## config.mk

```make
export PLATFORM = sky130hd
export DESIGN_NAME = multi_stack_shared_buffer_unit
export DESIGN_NICKNAME = d
export VERILOG_FILES = /design/src/rtl/msb_pkg.sv /design/src/rtl/msb_ram.sv /design/src/rtl/msb_link_store.sv /design/src/rtl/multi_stack_shared_buffer_unit.sv
export SDC_FILE = /design/constraint.sdc
export NUM_CORES = 1
export LEC_CHECK = 0
export BUFFER_PORTS_ARGS = -buffer_cell sky130_fd_sc_hd__buf_2
export CAP_MARGIN = 10
export CORE_MARGIN = 2
export CORE_UTILIZATION = 30
export DETAILED_ROUTE_END_ITERATION = 10
export GPL_ROUTABILITY_DRIVEN = 0
export PLACE_DENSITY = 0.41
export SLEW_MARGIN = 10
export SYNTH_ARGS = -nofsm -noshare
export SYNTH_HDL_FRONTEND = slang
export SYNTH_HIERARCHICAL = 1
export SYNTH_SLANG_ARGS = --single-unit
export TNS_END_PERCENT = 30
```

## constraint.sdc

```tcl
create_clock -name clk -period 6.07 [get_ports clk]
set_input_delay 1.214 -clock clk [delete_from_list [all_inputs] [get_ports clk]]
set_output_delay 1.214 -clock clk [all_outputs]
set_load 0.01 [all_outputs]
```

## src/rtl/msb_pkg.sv

```systemverilog
// shared constants, types and helpers for the multi-stack shared buffer
`timescale 1ns / 1ps
package msb_pkg;

  // sizing
  localparam int STACKS = 4;
  localparam int SLOTS  = 16;
  localparam int DATA_W = 32;
  localparam int SID_W  = 2;
  localparam int IDX_W  = (SLOTS > 1) ? $clog2(SLOTS) : 1;
  localparam int PTR_W  = $clog2(SLOTS + 1);
  localparam int STK_W  = (STACKS > 1) ? $clog2(STACKS) : 1;

  // pointer value that marks the end of a list
  localparam logic [PTR_W-1:0] NULL_PTR = PTR_W'(SLOTS);

  // word returned by a pop of an empty stack
  localparam logic [DATA_W-1:0] UNDERFLOW_WORD = 32'h7fff_ffff;

  // request kinds
  localparam logic KIND_PUSH = 1'b0;
  localparam logic KIND_POP  = 1'b1;

  // result status codes
  typedef enum logic [1:0] {
    ST_OK        = 2'd0,
    ST_OVERFLOW  = 2'd1,
    ST_UNDERFLOW = 2'd2
  } status_t;

  // write request into the link store
  typedef struct packed {
    logic             we;
    logic [IDX_W-1:0] idx;
    logic [PTR_W-1:0] ptr;
  } link_wr_t;

  // any pointer past the last slot counts as end of list
  function automatic logic is_null(input logic [PTR_W-1:0] p);
    is_null = (p >= NULL_PTR);
  endfunction

endpackage

```

## src/rtl/msb_ram.sv

```systemverilog
// generic single-write, single-read synchronous ram with registered read data
`timescale 1ns / 1ps
module msb_ram #(
  parameter int W     = 32,
  parameter int DEPTH = 16,
  parameter int AW    = (DEPTH > 1) ? $clog2(DEPTH) : 1
) (
  input  logic          clk,
  input  logic          we,
  input  logic [AW-1:0] waddr,
  input  logic [W-1:0]  wdata,
  input  logic          re,
  input  logic [AW-1:0] raddr,
  output logic [W-1:0]  rdata
);

  logic [W-1:0] mem [DEPTH];

  // write port
  always_ff @(posedge clk) begin
    if (we) begin
      mem[waddr] <= wdata;
    end
  end

  // read port, registered read data
  always_ff @(posedge clk) begin
    if (re) begin
      rdata <= mem[raddr];
    end
  end

endmodule

```

## src/rtl/msb_link_store.sv

```systemverilog
// link store: per-slot next pointers, each slot links to the next one until written
`timescale 1ns / 1ps
module msb_link_store
  import msb_pkg::*;
(
  input  logic             clk,
  input  logic             rst,
  input  link_wr_t         wr,
  input  logic             re,
  input  logic [IDX_W-1:0] raddr,
  output logic [PTR_W-1:0] rdata
);

  logic [PTR_W-1:0] mem [SLOTS];
  logic [SLOTS-1:0] written;

  // write port
  always_ff @(posedge clk) begin
    if (wr.we) begin
      mem[wr.idx] <= wr.ptr;
    end
  end

  // per-slot written flags, cleared by reset
  always_ff @(posedge clk) begin
    if (rst) begin
      written <= '0;
    end else if (wr.we) begin
      written[wr.idx] <= 1'b1;
    end
  end

  // read port; an unwritten slot reads as its reset link (slot plus one)
  always_ff @(posedge clk) begin
    if (re) begin
      if (written[raddr]) begin
        rdata <= mem[raddr];
      end else begin
        rdata <= PTR_W'(raddr) + PTR_W'(1);
      end
    end
  end

endmodule

```

## src/rtl/multi_stack_shared_buffer_unit.sv

```systemverilog
// top level: several lifo stacks sharing one slot store through a free list
`timescale 1ns / 1ps
// Each request is handled in an accept step and an update step: in the
// accept step the addressed slot (free list head for a push, stack top for
// a pop) is read from the link and data memories, in the update step the
// links, stack top and free head are updated and written back and the
// result is loaded into the output register. The dependent memory read
// followed by the write-back means a new request is not taken until the
// update of the previous one is done. A new request is taken while an
// earlier result still waits in the output register; the update of the
// next request holds until that result is taken. The link memory needs no
// clearing pass after reset: the block is ready in the first cycle after reset is released.
module multi_stack_shared_buffer_unit
  import msb_pkg::*;
(
  input  logic              clk,
  input  logic              rst,
  input  logic              req_valid,
  output logic              req_ready,
  input  logic              kind,
  input  logic [SID_W-1:0]  stack_id,
  input  logic [DATA_W-1:0] value,
  output logic              res_valid,
  input  logic              res_ready,
  output logic [DATA_W-1:0] pop_data,
  output logic [1:0]        status,
  output logic              store_full,
  output logic              stack_empty
);

  typedef enum logic {
    S_IDLE,
    S_EXEC
  } state_t;

  state_t           state;
  logic [PTR_W-1:0] stack_top [STACKS];
  logic [PTR_W-1:0] free_head;

  // latched request
  logic              r_kind;
  logic              r_sid_ok;
  logic [STK_W-1:0]  r_sidx;
  logic [DATA_W-1:0] r_value;
  logic [PTR_W-1:0]  r_slot;

  // request decode at accept
  logic              accept;
  logic              sid_ok;
  logic [STK_W-1:0]  sidx;
  logic [PTR_W-1:0]  top_in;
  logic [PTR_W-1:0]  slot_in;

  // update stage
  logic              exec_go;
  logic [PTR_W-1:0]  link_q;
  logic [DATA_W-1:0] data_q;
  logic [PTR_W-1:0]  top_cur;
  logic [PTR_W-1:0]  top_next;
  logic [PTR_W-1:0]  free_head_next;
  logic              top_we;
  link_wr_t          link_wr;
  logic              data_we;
  status_t           status_next;
  logic [DATA_W-1:0] pop_data_next;

  assign req_ready = (state == S_IDLE);
  assign accept    = req_valid && req_ready;
  assign exec_go   = (state == S_EXEC) && (!res_valid || res_ready);

  // slot addressed by the incoming request
  assign sid_ok  = (32'(stack_id) < STACKS);
  assign sidx    = STK_W'(stack_id);
  assign top_in  = sid_ok ? stack_top[sidx] : NULL_PTR;
  assign slot_in = (kind == KIND_POP) ? top_in : free_head;

  // memories
  msb_link_store u_link (
    .clk   (clk),
    .rst   (rst),
    .wr    (link_wr),
    .re    (accept),
    .raddr (IDX_W'(slot_in)),
    .rdata (link_q)
  );

  msb_ram #(
    .W     (DATA_W),
    .DEPTH (SLOTS)
  ) u_data (
    .clk   (clk),
    .we    (data_we),
    .waddr (IDX_W'(r_slot)),
    .wdata (r_value),
    .re    (accept),
    .raddr (IDX_W'(slot_in)),
    .rdata (data_q)
  );

  assign top_cur = r_sid_ok ? stack_top[r_sidx] : NULL_PTR;

  // list update for push and pop
  always_comb begin
    free_head_next = free_head;
    top_next       = top_cur;
    top_we         = 1'b0;
    link_wr.we     = 1'b0;
    link_wr.idx    = IDX_W'(r_slot);
    link_wr.ptr    = top_cur;
    data_we        = 1'b0;
    status_next    = ST_OK;
    pop_data_next  = '0;
    if (r_kind == KIND_PUSH) begin
      if (is_null(free_head)) begin
        status_next = ST_OVERFLOW;
      end else if (r_sid_ok) begin
        free_head_next = link_q;
        top_next       = r_slot;
        top_we         = exec_go;
        link_wr.we     = exec_go;
        link_wr.ptr    = top_cur;
        data_we        = exec_go;
      end
    end else begin
      if (!r_sid_ok || is_null(r_slot)) begin
        status_next   = ST_UNDERFLOW;
        pop_data_next = UNDERFLOW_WORD;
      end else begin
        top_next       = link_q;
        top_we         = exec_go;
        link_wr.we     = exec_go;
        link_wr.ptr    = free_head;
        free_head_next = r_slot;
        pop_data_next  = data_q;
      end
    end
  end

  // sequencer, list heads and result register
  always_ff @(posedge clk) begin
    if (rst) begin
      state     <= S_IDLE;
      res_valid <= 1'b0;
      free_head <= '0;
      for (int i = 0; i < STACKS; i++) begin
        stack_top[i] <= NULL_PTR;
      end
    end else begin
      case (state)
        S_IDLE: begin
          if (accept) begin
            state    <= S_EXEC;
            r_kind   <= kind;
            r_sid_ok <= sid_ok;
            r_sidx   <= sidx;
            r_value  <= value;
            r_slot   <= slot_in;
          end
          if (res_valid && res_ready) begin
            res_valid <= 1'b0;
          end
        end
        S_EXEC: begin
          if (exec_go) begin
            state       <= S_IDLE;
            free_head   <= free_head_next;
            if (top_we) begin
              stack_top[r_sidx] <= top_next;
            end
            res_valid   <= 1'b1;
            pop_data    <= pop_data_next;
            status      <= status_next;
            store_full  <= is_null(free_head_next);
            stack_empty <= !r_sid_ok || is_null(top_next);
          end
        end
        default: begin
          state <= S_IDLE;
        end
      endcase
    end
  end

endmodule

```

# Word level (Yosys, flattened, before mapping)
# Memory sizes are Yosys's and may differ from the RTL's. A register that Yosys moved wholly into a read port is not among the register bits.
# Cells that the tools add are included.
word_totals:
  reg_bits: 104
  ram_bits: 612
  inputBits: 39
  out_inout_bits: 38
  elab_cells: 85
  mem_count: 3
mem_list:
  columns: ["name", "depth", "width", "rd", "rd_clocked_by_memory_dff", "wr", "line", "text"]
  rows:
  - ["u_data.mem", 16, 32, 1, 1, 1, "msb_ram.sv:17", "logic [W-1:0] mem [DEPTH];"]
  - ["u_link.mem", 16, 5, 1, 0, 1, "msb_link_store.sv:14", "logic [PTR_W-1:0] mem [SLOTS];"]
  - ["stack_top", 4, 5, 2, 1, 4, "multi_stack_shared_buffer_unit.sv:37", "logic [PTR_W-1:0] stack_top [STACKS];"]
op_classes:
  add_sub_neg: 1
  n_lt_le_gt_ge: 7
  eq_ne: 2
  mux: 42
  n_bitwise: 4
  n_reduce_logical: 12
ops:
  columns: ["operator", "n"]
  rows:
  - ["$mux W5", 11]
  - ["$mux W31", 1]
  - ["$mux W1", 22]
  - ["$ge A5 B5 Y1 const B", 4]
  - ["$or A16 B16 Y16", 1]
  - ["$lt A4 B5 Y1 const B", 2]
  - ["$mux W2", 4]
  - ["$reduce_and A3 Y1", 2]
  - ["$add A4 B1 Y5 const B", 1]
  - ["$reduce_or A5 Y1", 1]
  - ["$bmux W1 S4", 1]
  - ["$demux W1 S4", 1]
  - ["$ge A4 B1 Y1 const B", 1]
  - ["$logic_and A1 B1 Y1", 4]
  - ["$ne A2 B1 Y1 const B", 2]
  - ["$pmux W1 S2", 2]
  - ["$reduce_and A2 Y1", 2]
  - ["$not A1 Y1", 3]
  - ["$reduce_or A2 Y1", 1]
  - ["$logic_not A1 Y1", 1]
  - ["$logic_or A1 B1 Y1", 1]

# Longest topological paths before layout
# Gate-level depths: netlist of the first run.
depth:
  word_depth: 12
  mapped_depth: 9
  mapped_depth_nobuf: 6

# Modules after synthesis
# Netlist of the first run, hierarchy kept.
modules_own_cells:
  columns: ["module", "instances", "cells_per_inst", "area_each_um2", "seq_area_each_um2"]
  rows:
  - ["msb_ram", 1, 838, 20155.6, 16335.7]
  - ["multi_stack_shared_buffer_unit", 1, 287, 4322.9, 3062.9]
  - ["msb_link_store", 1, 221, 3968.8, 2872.8]

# Worst setup path after synthesis of the first run
# No wires, ideal clock.
synth_timing:
  path_kind: "in2reg"
  from: "in res_ready"
  to: "mem u_data.mem[0][0] (enable)"
  setup_ps: 461
  arrival_time_ps: 4414
  t_required_ps: 5609
  setup_slack_ps: 1195
  path_stages: 5
  path_buffers: 0
  cell_sequence: "nand2b_1 nand2_1 nor3_1 or3b_2 nor3_1"
synth_between:
  elab_chain_cells: 6
synth_lines:
  columns: ["item", "line", "text"]
  rows:
  - ["start, declared", "multi_stack_shared_buffer_unit.sv:24", "input logic res_ready,"]
  - ["$logic_or A1 B1 Y1", "multi_stack_shared_buffer_unit.sv:69", "assign exec_go = (state == S_EXEC) && (!res_valid || res_ready);"]
  - ["$logic_and A1 B1 Y1", "multi_stack_shared_buffer_unit.sv:69", null]
  - ["$mux W1", "multi_stack_shared_buffer_unit.sv:114", "if (is_null(free_head)) begin"]
  - ["$mux W1", "multi_stack_shared_buffer_unit.sv:113", "if (r_kind == KIND_PUSH) begin"]
  - ["via data_we", "multi_stack_shared_buffer_unit.sv:63", "logic data_we;"]
  - ["$mux W1", "msb_ram.sv:21", "if (we) begin"]
  - ["$mux W1 (implied by the code)", "msb_ram.sv:22", "mem[waddr] <= wdata;"]
  - ["end, declared", "msb_ram.sv:17", null]
# The timed path passes the listed nets, and every way through them passes these cells.

# Final worst setup path of the first run
layout_timing:
  from: "in stack_id[0]"
  to: "reg u_data.rdata[11], read port of u_data.mem, data pin"
layout_between:
  elab_chain_cells: 2
layout_lines:
  columns: ["item", "line", "text"]
  rows:
  - ["start, declared", "multi_stack_shared_buffer_unit.sv:21", "input logic [SID_W-1:0] stack_id,"]
  - ["$mem_v2 Z4 W5", null, null]
  - ["$mux W5", "multi_stack_shared_buffer_unit.sv:75", "assign slot_in = (kind == KIND_POP) ? top_in : free_head;"]
  - ["via slot_in[0]", "multi_stack_shared_buffer_unit.sv:52", "logic [PTR_W-1:0] slot_in;"]
  - ["end, declared", "msb_ram.sv:14", "output logic [W-1:0] rdata"]
# The timed path passes the listed nets, and every way through them passes these cells.
# A chain may end at the register's enable or synchronous reset.

==> results.sh, run 1 <==
export IMPL_cp_arrival_ps=4050
export IMPL_multi_input_comb_area_mm2=0.00598
export IMPL_clkTransAtPathRegs_ps=60
export IMPL_ys_warn_count=6
export IMPL_wirelength_um=73000
export IMPL_grt_max_degree=84
export IMPL_ys_ff_latch=750
export IMPL_post_dp_hpwl_um=40300
export IMPL_ff2ff_path_depth=5
export IMPL_pre_cts_ws_ps=1610
export IMPL_drv_slew=0
export IMPL_setup_viol=0
export IMPL_fin_cells=2802
export IMPL_setup_worst_path_end_class="flip-flop"
export IMPL_grt_first_pass_wirelength_um=106000
export IMPL_whs_endpoint="u_link/written[3]"
export IMPL_die_area_mm2=0.0973
export IMPL_hold_ws_ps=467
export IMPL_routedWlPerCell_um=26.1
export IMPL_final_nets=1524
export IMPL_fin_crit_sh=0.607
export IMPL_hold_path_class="reg -> reg"
export IMPL_vias=13700
export IMPL_worstMarginPinSlew_ps=1040
export IMPL_cts_htree_levels=3
export IMPL_postSynthAreaPerCell_um2=21.1
export IMPL_hp_start="u_link/written[3]"
export IMPL_drc=0
export IMPL_overflow=0
export IMPL_timing_rr_start="r_kind"
export IMPL_ir_worst_vdd_uv=238
export IMPL_ys_seq_area_frac=0.783
export IMPL_dp_cells=2653
export IMPL_io_buffer_count=76
export IMPL_ys_types=48
export IMPL_antenna_found_initial=0
export IMPL_r2r_end="u_data/mem[2][4]"
export IMPL_io_pins=77
export IMPL_tritoncts="yes"
export IMPL_hold_viol=0
export IMPL_seqCellArea_mm2=0.0223
export IMPL_die_w_um=312
export IMPL_synth_nets=1386
export IMPL_grt_usage=0.150
export IMPL_final_setup_tns_ps=0
export IMPL_crit_fanout=70
export IMPL_layout_drive_gt1_share=0.285
export IMPL_ant_nets=0
export IMPL_status="finished, final reports clean"
export IMPL_nFillCells=8795
export IMPL_cts_root_buf="clkbuf_16"
export IMPL_synth_cells=1346
export IMPL_synth_edf_count=725
export IMPL_ctsLongestPathBuffers=3
export IMPL_crit_path_start_kind="input pin"
export IMPL_max_cap_viol_count=0
export IMPL_grt_pass1_vias=14400
export IMPL_ff2ff_setup_slack_ps=2610
export IMPL_post_cts_setup_buffers=0
export IMPL_drtIter0Drc=1035
export IMPL_antennaDiodeCount=0
export IMPL_required_ps=6440
export IMPL_p_leak_nw=10.4
export IMPL_cts_buffers=83
export IMPL_start_util=0.304
export IMPL_vias_per_cell=4.90
export IMPL_area_growth_syn_to_layout_pct=17.0
export IMPL_rsz0062_at_grt="no"
export IMPL_firstDrtPassIters=6
export IMPL_std_cell_rows=112
export IMPL_period_minus_slack_ps=3690
export IMPL_clock_latency_ps=630
export IMPL_numClockSinks=750
export IMPL_synth_flop_cell="edfxtp_1"
export IMPL_synthesis_area_mm2=0.0284
export IMPL_fp_dieH_um=312
export IMPL_path_class="in -> reg"
export IMPL_slew_limit_headroom=0.299
export IMPL_fmax_mhz=271
export IMPL_async_flop_share=0
export IMPL_core_mm2=0.0936
export IMPL_hold_buffers=0
export IMPL_fin_ws_ps=2380
export IMPL_p_per_area_mw_per_mm2=346
export IMPL_min_path_cells=2
export IMPL_post_cts_resized=0
export IMPL_fin_skew_ps=28.7
==> logic make-up after synthesis <==
family	count (synthesis)	synth area share
buffers and inverters	79	0.0130
multiplexers	182	0.135
adder cells (fa/ha/maj)	1	0.000440
AO/OA/AOI/OAI	143	0.0382
AND/OR/NAND/NOR	189	0.0298
XOR/XNOR	2	0.000616
flip-flops	750	0.783
==> flip-flops by register name, indices dropped and copies added (netlist names), named ones only <==
register	flops
u_link/mem	80
status	2
res_valid	1
u_link/rdata	5
stack_empty	1
r_value	32
store_full	1
r_sidx	2
r_kind	1
u_link/written	16
pop_data	32
u_data/rdata	32
stack_top	20
r_slot	5
u_data/mem	512
state	1
free_head	1
==> critical path, cell delays in order <==
cell and delay, ps:
buf_2 180, mux4_2 370, mux2_8 760, buf_4 600, mux4_2 580, a22oi_1 200, nand2_1 90
==> cells in the final DEF, fill, tap and decap left out, drive strengths merged, types with 4 or more instances in the layout <==
cell type and count:
edfxtp 725, mux4 159, buf 122, clkbuf 111, nor2 85, a22oi 78, nand2 53, o21a 31
clkinv 27, dfxtp 25, mux2 15, inv 12, nor3 11, nand2b 10, mux2i 8, nor2b 8
o22ai 7, o21ai 7, bufinv 6, a211oi 5, nand3 5, nand3b 4, a22o 4, and2 4
==> worst max-delay path by stage <==
| stage | endpoint | depth (start not counted) | slack (ps) | start |
|---|---|---|---|---|
| 6_report | u_data/rdata[11] | 7 | 2380 | stack_id[0] |
| 2_1_floorplan | u_data/mem[0][0] | 5 | 1190 | res_ready |
| 3_5_place_dp | u_data/rdata[6] | 7 | 1610 | stack_id[0] |
| 4_1_cts | u_data/rdata[6] | 7 | 2260 | stack_id[0] |
| 3_3_place_gp | u_data/rdata[6] | 7 | 1640 | stack_id[0] |
| 5_1_grt | u_data/rdata[6] | 7 | 2090 | stack_id[0] |
==> through the flow <==
step / instance area (µm²) / power [W] / util
detailed placement: 30600 / 0.00672 / 0.327
finish: 33300 / 0.0115 / 0.356
global route: 33300 / 0.0119 / 0.356
CTS: 33300 / 0.0117 / 0.356
floorplan: 28400 / 0.00643 / -
global placement: 30600 / 0.00672 / 0.327
==> routing by layer <==
layer  track usage  share of wire  vias to the layer above
met5             0              0                        -
met4        0.0399          0.023                        0
met3        0.0222          0.036                      113
met2         0.232           0.46                      327
met1         0.223           0.48                     7446
li1              -              -                     5850
==> synth_stat cells (all sizes together), types with 10 or more instances <==
library cell	instances	area share
edfxtp	725	0.77
mux4	159	0.13
nor2	85	0.011
a22oi	78	0.021
nand2	53	0.0073
buf	37	0.0075
clkbuf	32	0.0042
o21a	31	0.0082
dfxtp	25	0.018
mux2	15	0.0063
nor3	11	0.0021
inv	10	0.0013
nand2b	10	0.0022
==> where the power goes <==
part	leakage [nW]	switching [W]	internal (W)
combinational	2.32	0.000426	0.000311
clock	1.29	0.00202	0.00291
sequential	6.79	0.0000759	0.00578
==> layout make-up <==
type,count,share of cell area
clock buffers,111,0.0690
clock inverters,38,0.0111
inverters,10,0.00113
multi-input cells,517,0.180
flip-flops and latches,750,0.669
well taps,1254,0.0471
repair buffers,122,0.0229
No activity file was read; power rests on OpenSTA's default activity.
==> inputs of run 2 (changes only) <==
Settings changed: PLACE_DENSITY 0.41 to 0.43.
Clock period 6.07 ns to 3.3 ns, I/O delays scaled along.
==> run 2 against run 1 <==
Against the previous run: utilization is 0.79 points higher; die area stayed put; combinational power is 97% higher; highest routed layer unchanged; largest cell class unchanged.
==> results.sh, run 2 (synthesis results as in run 1) <==
export IMPL_status="finished, final reports clean"
export IMPL_placed_area_mm2=0.0312
export IMPL_switchingPower_w=0.00477
export IMPL_setup_viol=0
export IMPL_drv_slew=0
export IMPL_grt_max_degree=72
export IMPL_start_util=0.304
export IMPL_firstDrtPassIters=5
export IMPL_antenna_found_initial=2
export IMPL_grt_usage=0.149
export IMPL_std_cell_rows=112
export IMPL_final_util=0.363
export IMPL_worstMarginPinSlew_ps=849
export IMPL_routedWlPerCell_um=25.4
export IMPL_crit_end="u_link/rdata[1]"
export IMPL_fin_area_mm2=0.0340
export IMPL_fin_crit_sh=0.900
export IMPL_wirelength_um=72300
export IMPL_die_w_um=312
export IMPL_io_pins=77
export IMPL_overflow=0
export IMPL_antennaDiodeCount=0
export IMPL_switching_share=0.220
export IMPL_crit_fanout=18
export IMPL_ant_nets=0
export IMPL_period_minus_slack_ps=2970
export IMPL_vias=13800
export IMPL_hold_ws_ps=181
export IMPL_grt_first_pass_wirelength_um=104000
export IMPL_vias_per_cell=4.85
export IMPL_layout_commonest_cell="edfxtp_1"
export IMPL_clock_latency_ps=650
export IMPL_nFillCells=8736
export IMPL_p_per_area_mw_per_mm2=637
export IMPL_clkTransAtPathRegs_ps=60
export IMPL_post_cts_setup_buffers=0
export IMPL_dp_cells=2689
export IMPL_largest_reg_flops=512
export IMPL_required_ps=3690
export IMPL_die_area_mm2=0.0973
export IMPL_timing_rr_start="stack_top[3][0]"
export IMPL_crit_path_start="stack_top[3][0]"
export IMPL_seqPwrFrac=0.497
export IMPL_crit_path_start_kind="flip-flop"
export IMPL_cts_htree_levels=3
export IMPL_layout_drive_gt1_share=0.305
export IMPL_cts_buffers=84
export IMPL_area_growth_syn_to_layout_pct=19.6
export IMPL_cts_root_buf="clkbuf_16"
export IMPL_ff2ff_setup_slack_ps=330
export IMPL_core_mm2=0.0936
export IMPL_regMostFlops="u_data/mem"
export IMPL_fp_dieH_um=312
export IMPL_fmax_mhz=337
export IMPL_hold_path_class="in -> reg"
export IMPL_clockPowerShare=0.436
export IMPL_drc=0
export IMPL_tritoncts="yes"
export IMPL_r2r_end="u_link/rdata[1]"
export IMPL_drtIter0Drc=1143
export IMPL_post_dp_hpwl_um=39300
export IMPL_hold_buffers=0
export IMPL_numClockSinks=750
export IMPL_combPwrFrac=0.067
export IMPL_fin_cells=2843
export IMPL_ctsLongestPathBuffers=3
export IMPL_rsz0062_at_grt="no"
export IMPL_fin_skew_ps=21.5
export IMPL_setup_worst_path_end_class="flip-flop"
export IMPL_post_cts_resized=0
export IMPL_io_buffer_count=76
export IMPL_reg_largest_list="u_data/mem: 512 flops, u_link/mem: 80 flops"
export IMPL_ff2ff_path_depth=7
export IMPL_ir_worst_vdd_uv=312
export IMPL_intPower_w=0.0169
export IMPL_p_leak_nw=10.7
export IMPL_slew_limit_headroom=0.434
export IMPL_grt_pass1_vias=14700
export IMPL_layout_common_cells="edfxtp_1, mux4_2, clkbuf_16"
export IMPL_final_nets=1561
export IMPL_path_class="reg -> reg"
export IMPL_hold_viol=0
export IMPL_max_cap_viol_count=0
export IMPL_cp_arrival_ps=3360
## run 2: changes by cell type in the layout (fill, tap and decap cells not counted), moves of 2 or more
| cell | change |
|---|---|
| bufinv_16 | +4 |
| clkinv_1 | -3 |
| buf_12 | +26 |
| nor3_2 | -3 |
| clkbuf_8 | -2 |
| nor3_4 | +3 |
| clkinv_8 | -2 |
| buf_4 | +10 |
| inv_16 | +2 |
| clkinv_2 | +5 |
## run 2: power by group through the flow
stage	combinational [W]	sequential (W)	clock, W
3_3_place_gp	0.00148	0.0110	0
4_1_cts	0.00149	0.0108	0.00970
3_5_place_dp	0.00148	0.0110	0
6_report	0.00145	0.0108	0.00944
2_1_floorplan	0.000924	0.0109	0
5_1_grt	0.00157	0.0108	0.0101
## run 2: area by class of cell
class	instances	area (µm²)	area share
clock buffer	109	2250	0.0661
clock inverter	45	541	0.0159
inverter	10	37.5	0.00110
multi-input combinational	517	6000	0.176
sequential	750	22300	0.655
tap	1254	1570	0.0461
timing repair buffer	158	1360	0.0399
## run 2: worst min-delay path by stage
stage	to	cells past startpoint	startpoint
2_1_floorplan	u_link/written[12]	2	u_link/written[12]
3_3_place_gp	u_link/written[6]	2	u_link/written[6]
3_5_place_dp	u_link/written[14]	2	u_link/written[14]
4_1_cts	r_value[19]	1	value[19]
5_1_grt	r_value[18]	1	value[18]
6_report	r_value[19]	1	value[19]
## run 2: routing by layer
metal | GRT usage | wire length (µm) | up-vias
li1 | - | - | 5927
met3 | 0.0236 | 2800 | 97
met1 | 0.206 | 32900 | 7458
met5 | 0 | 0 | -
met4 | 0.0411 | 1260 | 0
met2 | 0.244 | 35300 | 311
## run 2: stage by stage
step	total power [W]	TNS, ps	setup slack, ps
floorplan	0.0118	-53230	-693
global placement	0.0124	-286	-89.5
detailed placement	0.0125	-287	-91.0
CTS	0.0220	0	375
global route	0.0225	0	315
finish	0.0217	0	329
## run 2: critical path, stage by stage (launching register included)
cell	delay, ps
edfxtp_1	400
mux4_2	500
mux2_8	430
buf_4	240
mux4_2	440
a22oi_1	270
nand2_1	150
mux2_4	280
==> inputs of run 3 (changes only) <==
Settings changed: CORE_UTILIZATION 30 to 45, PLACE_DENSITY 0.43 to 0.6.
==> run 3 against run 2 <==
Against the previous run: routed wire length is 15% lower; critical endpoint is now u_data/rdata[14]; cell count shrank 15%; register-to-register slack better by 100 ps; flip-flop and latch count stayed put; first-iteration DRC count is 1.3% lower; sequential share of layout area is 1.8 points higher; hold slack better by 32 ps; sequential power about the same; largest cell class unchanged; clock power down 9.9%; via count down 0.13%; largest power group unchanged; critical path depth is 1 lower.
==> results.sh, run 3 (synthesis results as in run 1) <==
export IMPL_clockPowerShare=0.413
export IMPL_wirelength_um=61600
export IMPL_p_total_w=0.0206
export IMPL_layout_common_cells="edfxtp_1, mux4_2, clkbuf_16"
export IMPL_post_dp_hpwl_um=33700
export IMPL_die_w_um=255
export IMPL_drv_slew=0
export IMPL_layout_commonest_cell="edfxtp_1"
export IMPL_post_cts_setup_buffers=0
export IMPL_die_area_mm2=0.0652
export IMPL_seqPwrFrac=0.521
export IMPL_vias=13800
export IMPL_combPwrFrac=0.066
export IMPL_start_util=0.453
export IMPL_period_minus_slack_ps=2870
export IMPL_crit_path_cell_trace="mux4_2 -> mux2_8 -> buf_12 -> mux4_2 -> a22oi_1 -> nand2_1"
export IMPL_fp_dieH_um=255
export IMPL_clkTransAtPathRegs_ps=60
export IMPL_slew_limit_headroom=0.480
export IMPL_cts_htree_levels=3
export IMPL_fin_crit_sh=0.869
export IMPL_required_ps=3660
export IMPL_io_buffer_count=76
export IMPL_fin_skew_ps=23.9
export IMPL_clock_latency_ps=620
export IMPL_antenna_found_initial=0
export IMPL_switchingPower_w=0.00446
export IMPL_hold_path_class="in -> reg"
export IMPL_regMostFlops="u_data/mem"
export IMPL_ctsLongestPathBuffers=3
export IMPL_firstDrtPassIters=5
export IMPL_crit_fanout=67
export IMPL_antennaDiodeCount=0
export IMPL_setup_worst_path_end_class="flip-flop"
export IMPL_largest_reg_flops=512
export IMPL_grt_pass1_vias=14000
export IMPL_drc=0
export IMPL_cts_buffers=78
export IMPL_grt_max_degree=96
export IMPL_nFillCells=4834
export IMPL_ff2ff_setup_slack_ps=430
export IMPL_reg_largest_list="u_data/mem: 512 flops, u_link/mem: 80 flops"
export IMPL_vias_per_cell=5.72
export IMPL_max_cap_viol_count=0
export IMPL_area_growth_syn_to_layout_pct=16.3
export IMPL_final_util=0.527
export IMPL_crit_path_start_kind="flip-flop"
export IMPL_fmax_mhz=349
export IMPL_intPower_w=0.0162
export IMPL_hold_viol=0
export IMPL_ir_worst_vdd_uv=406
export IMPL_io_pins=77
export IMPL_cp_common_cell="mux4_2"
export IMPL_numClockSinks=750
export IMPL_routedWlPerCell_um=25.6
export IMPL_cp_arrival_ps=3230
export IMPL_post_cts_resized=0
export IMPL_worstMarginPinSlew_ps=780
export IMPL_grt_first_pass_wirelength_um=91400
export IMPL_status="finished, final reports clean"
export IMPL_std_cell_rows=92
export IMPL_overflow=0
export IMPL_path_buf_inv=1
export IMPL_critical_path_max_stage_delay_ps=520
export IMPL_hold_buffers=0
export IMPL_core_mm2=0.0627
export IMPL_p_per_area_mw_per_mm2=623
export IMPL_final_nets=1539
export IMPL_setup_viol=0
export IMPL_layout_drive_gt1_share=0.299
export IMPL_drtIter0Drc=1128
export IMPL_rsz0062_at_grt="no"
export IMPL_grt_usage=0.190
export IMPL_cts_root_buf="clkbuf_16"
export IMPL_p_leak_nw=10.5
export IMPL_slowest_stage="mux4_2"
export IMPL_tritoncts="yes"
export IMPL_ant_nets=0
export IMPL_switching_share=0.216
export IMPL_cp_top_family="multiplexers"
export IMPL_path_class="reg -> reg"
## run 3: metal layers
metal | track usage | vias up | part of all wire
met2 | 0.298 | 443 | 0.48
met3 | 0.0303 | 82 | 0.058
li1 | - | 5876 | -
met1 | 0.281 | 7374 | 0.45
met4 | 0.0515 | 0 | 0.016
met5 | 0 | - | 0
## run 3: final timing paths
| check | startpoint | end | cells after the start |
|---|---|---|---|
| worst max-delay path | stack_top[3][0] | u_data/rdata[14] | 6 |
| worst min-delay path | value[9] | r_value[9] | 1 |
| worst max register to register | stack_top[3][0] | u_data/rdata[14] | 6 |
| worst min register to register | u_link/written[6] | u_link/written[6] | 2 |
## run 3: power groups by stage
| stage | combinational (W) | clock (W) | sequential (W) |
|---|---|---|---|
| after floorplan | 0.000924 | 0 | 0.0109 |
| after global placement | 0.00137 | 0 | 0.0109 |
| after detailed placement | 0.00138 | 0 | 0.0110 |
| after CTS | 0.00138 | 0.00871 | 0.0108 |
| after global routing | 0.00147 | 0.00910 | 0.0108 |
| final | 0.00136 | 0.00851 | 0.0108 |
## run 3: worst register-to-register path, stage by stage (launching register included)
cell      delay, ps
edfxtp_1        440
mux4_2          520
mux2_8          440
buf_12          310
mux4_2          610
a22oi_1         250
nand2_1          80
## run 3: layout make-up
class,instances,area [µm²],area share
sequential,750,22300,0.673
multi-input combinational,517,6000,0.181
clock buffer,103,2100,0.0634
timing repair buffer,142,1210,0.0367
tap,846,1060,0.0320
clock inverter,42,414,0.0125
inverter,10,37.5,0.00113
## run 3: stage by stage
step / setup TNS, ps / setup WS [ps] / cells / instance area (µm²) / hold slack (ps)
finish: 0 / 431 / 2410 / 33100 / 214
global route: 0 / 312 / 2410 / 33100 / 188
CTS: 0 / 433 / 2410 / 33100 / 176
detailed placement: 0 / 3.41 / 2265 / 30600 / 460
global placement: 0 / 38.8 / 2265 / 30600 / 447
floorplan: -53230 / -693 / 1346 / 28500 / 435
